### src/rwbc_pkg.sv
// ----------------------------------------------------------------------------
// rwbc_pkg
// Shared types and constants of the register write burst coalescer.
// ----------------------------------------------------------------------------
package rwbc_pkg;

  localparam int ADDR_W    = 16;
  localparam int BYTE_W    = 8;
  localparam int SLOT_W    = 25;
  localparam int SLOT_EN   = 24;
  localparam int CFG_IDX_W = 3;

  typedef enum logic [1:0] {
    CMD_WRITE = 2'd0,
    CMD_WAIT  = 2'd1,
    CMD_END   = 2'd2
  } cmd_t;

  typedef enum logic [1:0] {
    KIND_BYTE = 2'd0,
    KIND_WAIT = 2'd1,
    KIND_DONE = 2'd2
  } kind_t;

  typedef enum logic [1:0] {
    ST_IDLE,
    ST_FLUSH,
    ST_TAIL
  } state_t;

  // what follows the burst flush
  typedef enum logic [1:0] {
    AFT_NONE,
    AFT_APPEND,
    AFT_TAIL
  } after_t;

  typedef struct packed {
    logic append_in;
    logic latch_pend;
    logic flush_start;
    logic emit_byte;
    logic byte_last_ok;
    logic append_pend;
    logic emit_tail;
  } ctrl_t;

  typedef struct packed {
    logic fill_zero;
    logic consec;
    logic full_next;
    logic flush_final;
    logic out_free;
  } status_t;

endpackage

### src/register_write_burst_coalescer.sv
// ----------------------------------------------------------------------------
// register_write_burst_coalescer
// Merges register-table writes to consecutive addresses into byte bursts and
// passes wait and end entries on after flushing the open burst.
// ----------------------------------------------------------------------------
// A write that extends the open burst without filling it gives no transfer. A
// flush sends one byte per cycle from the output register while the output is
// not stalled (burst data memory read one entry a cycle), then any wait or done
// result; no entry is taken while a flush or that result is in progress. The
// sequencer first changes state, then the first result is registered.
// rst is synchronous: buffer empty, override slots disabled, output empty.
module register_write_burst_coalescer
  import rwbc_pkg::*;
#(
  parameter int BURST_BYTES    = 32,
  parameter int OVERRIDE_SLOTS = 6
) (
  input  logic                 clk,
  input  logic                 rst,
  input  logic                 cfg_we,
  input  logic [CFG_IDX_W-1:0] cfg_index,
  input  logic [SLOT_W-1:0]    cfg_data,
  input  logic                 s_tvalid,
  output logic                 s_tready,
  input  logic [23:0]          s_tdata,   // reg_addr[15:0], reg_value[23:16]
  input  logic [1:0]           s_tuser,   // command[1:0]
  output logic                 m_tvalid,
  input  logic                 m_tready,
  output logic [7:0]           m_tdata,   // out_data[7:0]
  output logic [2:0]           m_tuser,   // out_kind[1:0], end_of_burst[2]
  output logic                 m_tlast
);

  ctrl_t   cmd;
  status_t st;
  kind_t   o_kind;
  logic    o_eob;
  cmd_t    in_cmd;

  assign in_cmd = cmd_t'(s_tuser);

  rwbc_ctrl u_ctrl (
    .clk      (clk),
    .rst      (rst),
    .in_valid (s_tvalid),
    .in_ready (s_tready),
    .in_cmd   (in_cmd),
    .st       (st),
    .cmd      (cmd)
  );

  rwbc_dp #(
    .BURST_BYTES    (BURST_BYTES),
    .OVERRIDE_SLOTS (OVERRIDE_SLOTS)
  ) u_dp (
    .clk       (clk),
    .rst       (rst),
    .cfg_we    (cfg_we),
    .cfg_index (cfg_index),
    .cfg_data  (cfg_data),
    .in_cmd    (in_cmd),
    .in_addr   (s_tdata[15:0]),
    .in_val    (s_tdata[23:16]),
    .cmd       (cmd),
    .st        (st),
    .out_valid (m_tvalid),
    .out_ready (m_tready),
    .out_kind  (o_kind),
    .out_data  (m_tdata),
    .out_eob   (o_eob),
    .out_last  (m_tlast)
  );

  assign m_tuser = {o_eob, o_kind};

endmodule

### src/rwbc_ctrl.sv
// ----------------------------------------------------------------------------
// rwbc_ctrl
// Sequencer: classifies each accepted entry and steps the flush and the
// trailing wait/done result.
// ----------------------------------------------------------------------------
module rwbc_ctrl
  import rwbc_pkg::*;
(
  input  logic    clk,
  input  logic    rst,
  input  logic    in_valid,
  output logic    in_ready,
  input  cmd_t    in_cmd,
  input  status_t st,
  output ctrl_t   cmd
);

  state_t state, state_next;
  after_t after, after_next;

  always_ff @(posedge clk) begin
    if (rst) begin
      state <= ST_IDLE;
      after <= AFT_NONE;
    end else begin
      state <= state_next;
      after <= after_next;
    end
  end

  always_comb begin
    state_next = state;
    case (state)
      ST_IDLE: begin
        if (in_valid) begin
          case (in_cmd)
            CMD_WRITE: begin
              if ((!st.fill_zero && !st.consec) || st.full_next) begin
                state_next = ST_FLUSH;
              end
            end
            CMD_WAIT, CMD_END: begin
              state_next = st.fill_zero ? ST_TAIL : ST_FLUSH;
            end
            default: state_next = ST_IDLE;
          endcase
        end
      end
      ST_FLUSH: begin
        if (st.out_free && st.flush_final) begin
          state_next = (after == AFT_TAIL) ? ST_TAIL : ST_IDLE;
        end
      end
      ST_TAIL: begin
        if (st.out_free) begin
          state_next = ST_IDLE;
        end
      end
      default: state_next = ST_IDLE;
    endcase
  end

  always_comb begin
    cmd        = '0;
    after_next = after;
    in_ready   = 1'b0;
    case (state)
      ST_IDLE: begin
        in_ready = 1'b1;
        if (in_valid) begin
          case (in_cmd)
            CMD_WRITE: begin
              if (!st.fill_zero && !st.consec) begin
                cmd.latch_pend  = 1'b1;
                cmd.flush_start = 1'b1;
                after_next      = AFT_APPEND;
              end else begin
                cmd.append_in = 1'b1;
                if (st.full_next) begin
                  cmd.flush_start = 1'b1;
                  after_next      = AFT_NONE;
                end
              end
            end
            CMD_WAIT, CMD_END: begin
              cmd.latch_pend = 1'b1;
              if (!st.fill_zero) begin
                cmd.flush_start = 1'b1;
                after_next      = AFT_TAIL;
              end
            end
            default: cmd = '0;
          endcase
        end
      end
      ST_FLUSH: begin
        if (st.out_free) begin
          cmd.emit_byte    = 1'b1;
          cmd.byte_last_ok = (after != AFT_TAIL);
          cmd.append_pend  = st.flush_final && (after == AFT_APPEND);
        end
      end
      ST_TAIL: begin
        cmd.emit_tail = st.out_free;
      end
      default: cmd = '0;
    endcase
  end

endmodule

### src/rwbc_dp.sv
// ----------------------------------------------------------------------------
// rwbc_dp
// Datapath: override slots, burst data memory, fill count, flush pointer
// and the output register.
// ----------------------------------------------------------------------------
module rwbc_dp
  import rwbc_pkg::*;
#(
  parameter int BURST_BYTES    = 32,
  parameter int OVERRIDE_SLOTS = 6
) (
  input  logic                 clk,
  input  logic                 rst,
  input  logic                 cfg_we,
  input  logic [CFG_IDX_W-1:0] cfg_index,
  input  logic [SLOT_W-1:0]    cfg_data,
  input  cmd_t                 in_cmd,
  input  logic [ADDR_W-1:0]    in_addr,
  input  logic [BYTE_W-1:0]    in_val,
  input  ctrl_t                cmd,
  output status_t              st,
  output logic                 out_valid,
  input  logic                 out_ready,
  output kind_t                out_kind,
  output logic [BYTE_W-1:0]    out_data,
  output logic                 out_eob,
  output logic                 out_last
);

  localparam int DEPTH = BURST_BYTES - 2;
  localparam int AW    = $clog2(DEPTH);
  localparam int FW    = $clog2(BURST_BYTES + 1);

  logic [SLOT_W-1:0] slot [OVERRIDE_SLOTS];
  logic [BYTE_W-1:0] mem  [DEPTH];
  logic [BYTE_W-1:0] rdata;

  logic [FW-1:0]     fill, fill_next;
  logic [FW-1:0]     pos, pos_next;
  logic [ADDR_W-1:0] prev_addr, start_addr;
  logic [ADDR_W-1:0] pend_addr;
  logic [BYTE_W-1:0] pend_val;
  kind_t             pend_kind;

  logic [BYTE_W-1:0] ov_val;
  logic              we;
  logic [AW-1:0]     wr_addr, rd_addr;
  logic [BYTE_W-1:0] wr_data;
  logic [FW-1:0]     fill_m2, pos_m2;
  logic [BYTE_W-1:0] byte_sel;

  // override: lowest enabled matching slot wins
  always_comb begin
    ov_val = in_val;
    for (int k = OVERRIDE_SLOTS - 1; k >= 0; k--) begin
      if (slot[k][SLOT_EN] && slot[k][SLOT_EN-1:BYTE_W] == in_addr) begin
        ov_val = slot[k][BYTE_W-1:0];
      end
    end
  end

  always_ff @(posedge clk) begin
    if (rst) begin
      for (int k = 0; k < OVERRIDE_SLOTS; k++) begin
        slot[k] <= '0;
      end
    end else if (cfg_we) begin
      for (int k = 0; k < OVERRIDE_SLOTS; k++) begin
        if (cfg_index == CFG_IDX_W'(k)) begin
          slot[k] <= cfg_data;
        end
      end
    end
  end

  assign st.fill_zero   = (fill == '0);
  assign st.consec      = ({1'b0, in_addr} == ({1'b0, prev_addr} + (ADDR_W+1)'(1)));
  assign st.full_next   = (fill == FW'(BURST_BYTES - 1));
  assign st.flush_final = (pos == fill - FW'(1));
  assign st.out_free    = !out_valid || out_ready;

  assign fill_m2 = fill - FW'(2);
  assign pos_m2  = pos_next - FW'(2);

  always_comb begin
    we      = cmd.append_in || cmd.append_pend;
    wr_data = cmd.append_pend ? pend_val : ov_val;
    wr_addr = (cmd.append_pend || fill == '0) ? '0 : fill_m2[AW-1:0];
    rd_addr = (pos_next < FW'(2)) ? '0 : pos_m2[AW-1:0];
  end

  always_comb begin
    if (cmd.flush_start) begin
      pos_next = '0;
    end else if (cmd.emit_byte) begin
      pos_next = pos + FW'(1);
    end else begin
      pos_next = pos;
    end
  end

  always_comb begin
    fill_next = fill;
    if (cmd.append_in) begin
      fill_next = (fill == '0) ? FW'(3) : fill + FW'(1);
    end else if (cmd.append_pend) begin
      fill_next = FW'(3);
    end else if (cmd.emit_byte && st.flush_final) begin
      fill_next = '0;
    end
  end

  always_ff @(posedge clk) begin
    if (we) begin
      mem[wr_addr] <= wr_data;
    end
    rdata <= mem[rd_addr];
  end

  always_ff @(posedge clk) begin
    if (rst) begin
      fill      <= '0;
      pos       <= '0;
      prev_addr <= '0;
    end else begin
      fill <= fill_next;
      pos  <= pos_next;
      if (cmd.append_in) begin
        prev_addr <= in_addr;
      end else if (cmd.append_pend) begin
        prev_addr <= pend_addr;
      end
    end
  end

  always_ff @(posedge clk) begin
    if (cmd.append_in && fill == '0) begin
      start_addr <= in_addr;
    end else if (cmd.append_pend) begin
      start_addr <= pend_addr;
    end
    if (cmd.latch_pend) begin
      pend_addr <= in_addr;
      case (in_cmd)
        CMD_WRITE: pend_val <= ov_val;
        CMD_WAIT:  pend_val <= in_val;
        default:   pend_val <= '0;
      endcase
      pend_kind <= (in_cmd == CMD_WAIT) ? KIND_WAIT : KIND_DONE;
    end
  end

  // burst header: address high byte, then low byte, then data
  always_comb begin
    if (pos == '0) begin
      byte_sel = start_addr[ADDR_W-1:BYTE_W];
    end else if (pos == FW'(1)) begin
      byte_sel = start_addr[BYTE_W-1:0];
    end else begin
      byte_sel = rdata;
    end
  end

  always_ff @(posedge clk) begin
    if (rst) begin
      out_valid <= 1'b0;
    end else if (cmd.emit_byte || cmd.emit_tail) begin
      out_valid <= 1'b1;
    end else if (out_ready) begin
      out_valid <= 1'b0;
    end
  end

  always_ff @(posedge clk) begin
    if (cmd.emit_byte) begin
      out_kind <= KIND_BYTE;
      out_data <= byte_sel;
      out_eob  <= st.flush_final;
      out_last <= st.flush_final && cmd.byte_last_ok;
    end else if (cmd.emit_tail) begin
      out_kind <= pend_kind;
      out_data <= pend_val;
      out_eob  <= 1'b0;
      out_last <= 1'b1;
    end
  end

endmodule

### config.mk
export PLATFORM = sky130hd
export DESIGN_NAME = register_write_burst_coalescer
export DESIGN_NICKNAME = d
export VERILOG_FILES = /design/src/rwbc_pkg.sv /design/src/register_write_burst_coalescer.sv /design/src/rwbc_ctrl.sv /design/src/rwbc_dp.sv
export SDC_FILE = /design/constraint.sdc
export NUM_CORES = 1
export LEC_CHECK = 0
export ABC_AREA = 0
export BUFFER_PORTS_ARGS = -buffer_cell sky130_fd_sc_hd__buf_4
export CAP_MARGIN = 20
export CORE_MARGIN = 3
export CORE_UTILIZATION = 62
export CTS_BUF_LIST = sky130_fd_sc_hd__clkbuf_2 sky130_fd_sc_hd__clkbuf_4 sky130_fd_sc_hd__clkbuf_8
export CTS_CLUSTER_DIAMETER = 80
export DETAILED_ROUTE_END_ITERATION = 8
export GPL_TIMING_DRIVEN = 0
export MAX_ROUTING_LAYER = met4
export PLACE_DENSITY_LB_ADDON = 0.25
export SYNTH_ARGS = -nofsm -noshare
export SYNTH_HDL_FRONTEND = slang
export SYNTH_HIERARCHICAL = 1
export SYNTH_SLANG_ARGS = --single-unit
### constraint.sdc
create_clock -name clk -period 14.42 [get_ports clk]
set_input_delay 2.884 -clock clk [delete_from_list [all_inputs] [get_ports clk]]
set_output_delay 2.884 -clock clk [all_outputs]
set_load 0.005 [all_outputs]
==> results.md <==
* Antenna violations before repair at 0
* Crit. End Element: register
* Num rows at 69
* Worst Setup SP: s_tdata[11]
* Worst EP arrival at 9.23 ns
* Fmax achieved at 114 MHz
* RSZ-0062 raised after global routing: false
* Synth Area per Inst at 12.9 um^2
* Slowest-stage cell, CP: a221oi_1
* CP Data Required Time at 14.89 ns
* Worst Skew at 0.0248 ns
* Net Count, Synth at 1812
* P&R area growth vs syn at 13.2%
* HP Start: u_ctrl/after[0]
* CTS buffer count at 79
* Top_reg_cell synth: edfxtp_1
* Die Y at 196 um
* Most Crowded Layer GR: met2
* Leak at 9.06 nW
* Commonest cells after routing, fill and taps aside: edfxtp_1 (442), and2_1 (154), nor2_1 (132)
* Met2 Usage GRT at 0.500
* Reg clk slew, reported paths at 0.06 ns
* Detailed Route WL at 55.0 mm
* TritonCTS clock tree: built
* Share of post-route cells with drive strength above 1 at 0.173
* Post-synth top area share at 0.591
* DP Area at 23800 um^2
* Critical path class: in2reg
* Synth Instances at 1740
* Root buffer cell: clkbuf_8
* Detailed Routing Iterations Pass 1 at 5
* Dominant cells by area after synthesis: edfxtp_1 (59%), and2_1 (4.3%), dfxtp_1 (3.8%)
* Number of global-route vias before repair at 14800
* Max_cap viols at 0
* Post-CTS Resized at 0
* DRT antenna net count at 0
* Min Hold Slack at 0.479 ns
* Number of synthesized register bits at 485
* Crit path largest cell delay at 0.86 ns
* M3 GR Usage at 0.0397
* Filler cell count at 2435
* Startpoint Class: input port
* Final setup fails at 0
* Initial Utilization at 0.629
* Final worst-path cycle share at 0.608
* Synth unique cells at 84
* Synth warn at 6
* Class of the worst hold path: reg2reg
* Post-synthesis sequential area ratio at 0.630
* Worst slew margin at 0.226
* Sink Count at 485
* Crit path top cell by count: a21oi_1
* Worst R2R Start: u_dp/prev_addr[2]
* Core outline area at 35700 um^2
* Die width at 196 um
* Postcts setup bufs at 0
* PwrDens at 122 nW/um^2
* Routed len/inst at 22.7 um
* Synth Cell Area at 22400 um^2
* Crit-path max FO at 10
* Hold_buf cts at 0
* Commonest non-fill, non-tap cell in the layout: edfxtp_1
* Final TNS setup at 0 ns
* DRC at 0
* Grt total ovfl at 0
* Total track usage at 0.294
* Global-route wire length before repair at 83.4 mm
* Dpl hpwl at 38.8 mm
* Clock Tree Buf Depth at 3
* Cell Chain, Critical Path: buf_4, buf_4, xor2_1, xnor2_1, o32ai_1, a32o_1, a22oi_1, nand4bb_1, a221oi_1, a21oi_1, o21ai_0, nor2_1, buf_2, nor2_2, inv_2, clkbuf_1, ha_1, clkinv_1, clkbuf_1, mux4_2, o21a_1, a21oi_1, a21oi_1
* Worst-Margin Slew at 1.15 ns
* Sequential Area at 14100 um^2
* Die ar. at 38500 um^2
* Maximum number of pins on one net before global-route repair at 31
* Antenna fix cells at 0
* CP top delay family: compound AO/OA/AOI/OAI gates
* Met1 Track Usage GR at 0.347
* Ys async rst share at 0
* Via count at 14800
* Max IR drop VDD at 0.0919 mV
* Nets at 1974
* Fin. max-slew vios at 0
* Drt via density at 6.10
* Minimum clock period at 8.76 ns
* Area leader, netlist: edfxtp_1
* Multi-input gate area at 7840 um^2
* Htree depth at 3
* Later-pin clock latency in the skew report at 0.62 ns
* Design area at 25400 um^2
* CP Buf/Inv Count at 7
* PortBufs at 71
* Status: finished clean
* EDFF count, synth at 442
* Io pins at 73
* Final hold violations at 0
* GP Congestion at 0.919
* DR iter-0 viols at 1302
-- power breakdown --
part / switching [mW] / internal (mW)
sequential: 0.0238 / 1.59
clock: 0.522 / 0.672
combinational: 0.186 / 0.113
-- registers in the layout, summed over array words and instances, names as in the netlist, 2 cells and up --
| register | count |
|---|---|
| u_dp/pend_val | 8 |
| u_ctrl/state | 2 |
| u_dp/out_data | 8 |
| u_dp/rdata | 8 |
| u_dp/pend_kind | 2 |
| u_dp/out_kind | 2 |
| u_dp/slot | 150 |
| u_dp/prev_addr | 16 |
| u_dp/pend_addr | 16 |
| u_dp/mem | 240 |
| u_dp/start_addr | 16 |
| u_dp/fill | 6 |
| u_ctrl/after | 2 |
| u_dp/pos | 6 |
-- routing by layer --
metal	wire [um]	part of all wire
met2	28300	0.51
met3	3330	0.061
met1	20700	0.38
met5	0	0
met4	2690	0.049
-- metrics by stage --
| step | utilization | power, mW | std cells | setup slack [ns] |
|---|---|---|---|---|
| after detailed placement | 0.667 | 1.93 | 2280 | 5.11 |
| after global routing | 0.713 | 3.22 | 2425 | 5.33 |
| after CTS | 0.712 | 3.12 | 2423 | 5.76 |
| after floorplan | - | 1.82 | 1740 | 7.25 |
| final | 0.713 | 3.10 | 2425 | 5.66 |
| after global placement | 0.661 | 1.92 | 2272 | 5.27 |
-- final cells by class --
class                           count  share of cell area
Buffer                            101              0.0197
Clock buffer                      112              0.0528
Clock inverter                     31             0.00985
Inverter                           28             0.00414
Multi-Input combinational cell   1126               0.308
Sequential cell                   485               0.556
Tap cell                          461              0.0227
Timing Repair Buffer               81              0.0263
-- Yosys cell counts (10+ instances only) --
| cell | number |
|---|---|
| edfxtp_1 | 442 |
| and2_1 | 154 |
| nor2_1 | 132 |
| nand2_1 | 117 |
| xnor2_1 | 75 |
| a21oi_1 | 70 |
| mux2i_1 | 63 |
| xor2_1 | 58 |
| clkbuf_1 | 51 |
| o21ai_0 | 49 |
| dfxtp_1 | 43 |
| nand3_1 | 43 |
| a31oi_1 | 33 |
| nor3_1 | 33 |
| buf_2 | 29 |
| nand4_1 | 28 |
| inv_1 | 26 |
| mux2_2 | 24 |
| a22o_1 | 16 |
| mux4_2 | 16 |
| o311ai_0 | 15 |
| ha_1 | 13 |
| nor4_1 | 13 |
| a21o_1 | 11 |
| nor3b_1 | 11 |
| a311oi_1 | 10 |
-- path summary, 6_finish.rpt --
path,endpoint,slack (ns),cells after the start
setup / recovery,u_dp/rdata[2],5.66,23
hold / removal,u_ctrl/after[0],0.48,2
setup reg to reg,u_dp/rdata[2],7.31,22
hold reg to reg,u_ctrl/after[0],0.48,2
-- cells by family (layout without fill, tap and decap cells) --
kind of cell | Yosys count | in the layout | synth area share
AO/OA/AOI/OAI | 288 | 288 | 0.0888
XOR/XNOR | 134 | 134 | 0.0529
adder cells (fa/ha/maj) | 13 | 13 | 0.00725
buffers and inverters | 129 | 353 | 0.0270
flip-flops | 485 | 485 | 0.630
multiplexers | 106 | 106 | 0.0585
AND/OR/NAND/NOR | 585 | 585 | 0.136
-- tightest hold or removal path: cells and delay by family (launching register included) --
kind,cells,cell delay [ns]
flops,1,0.32
simple gates,1,0.06
compound gates,1,0.05
Power figures use the tool's default switching activity.
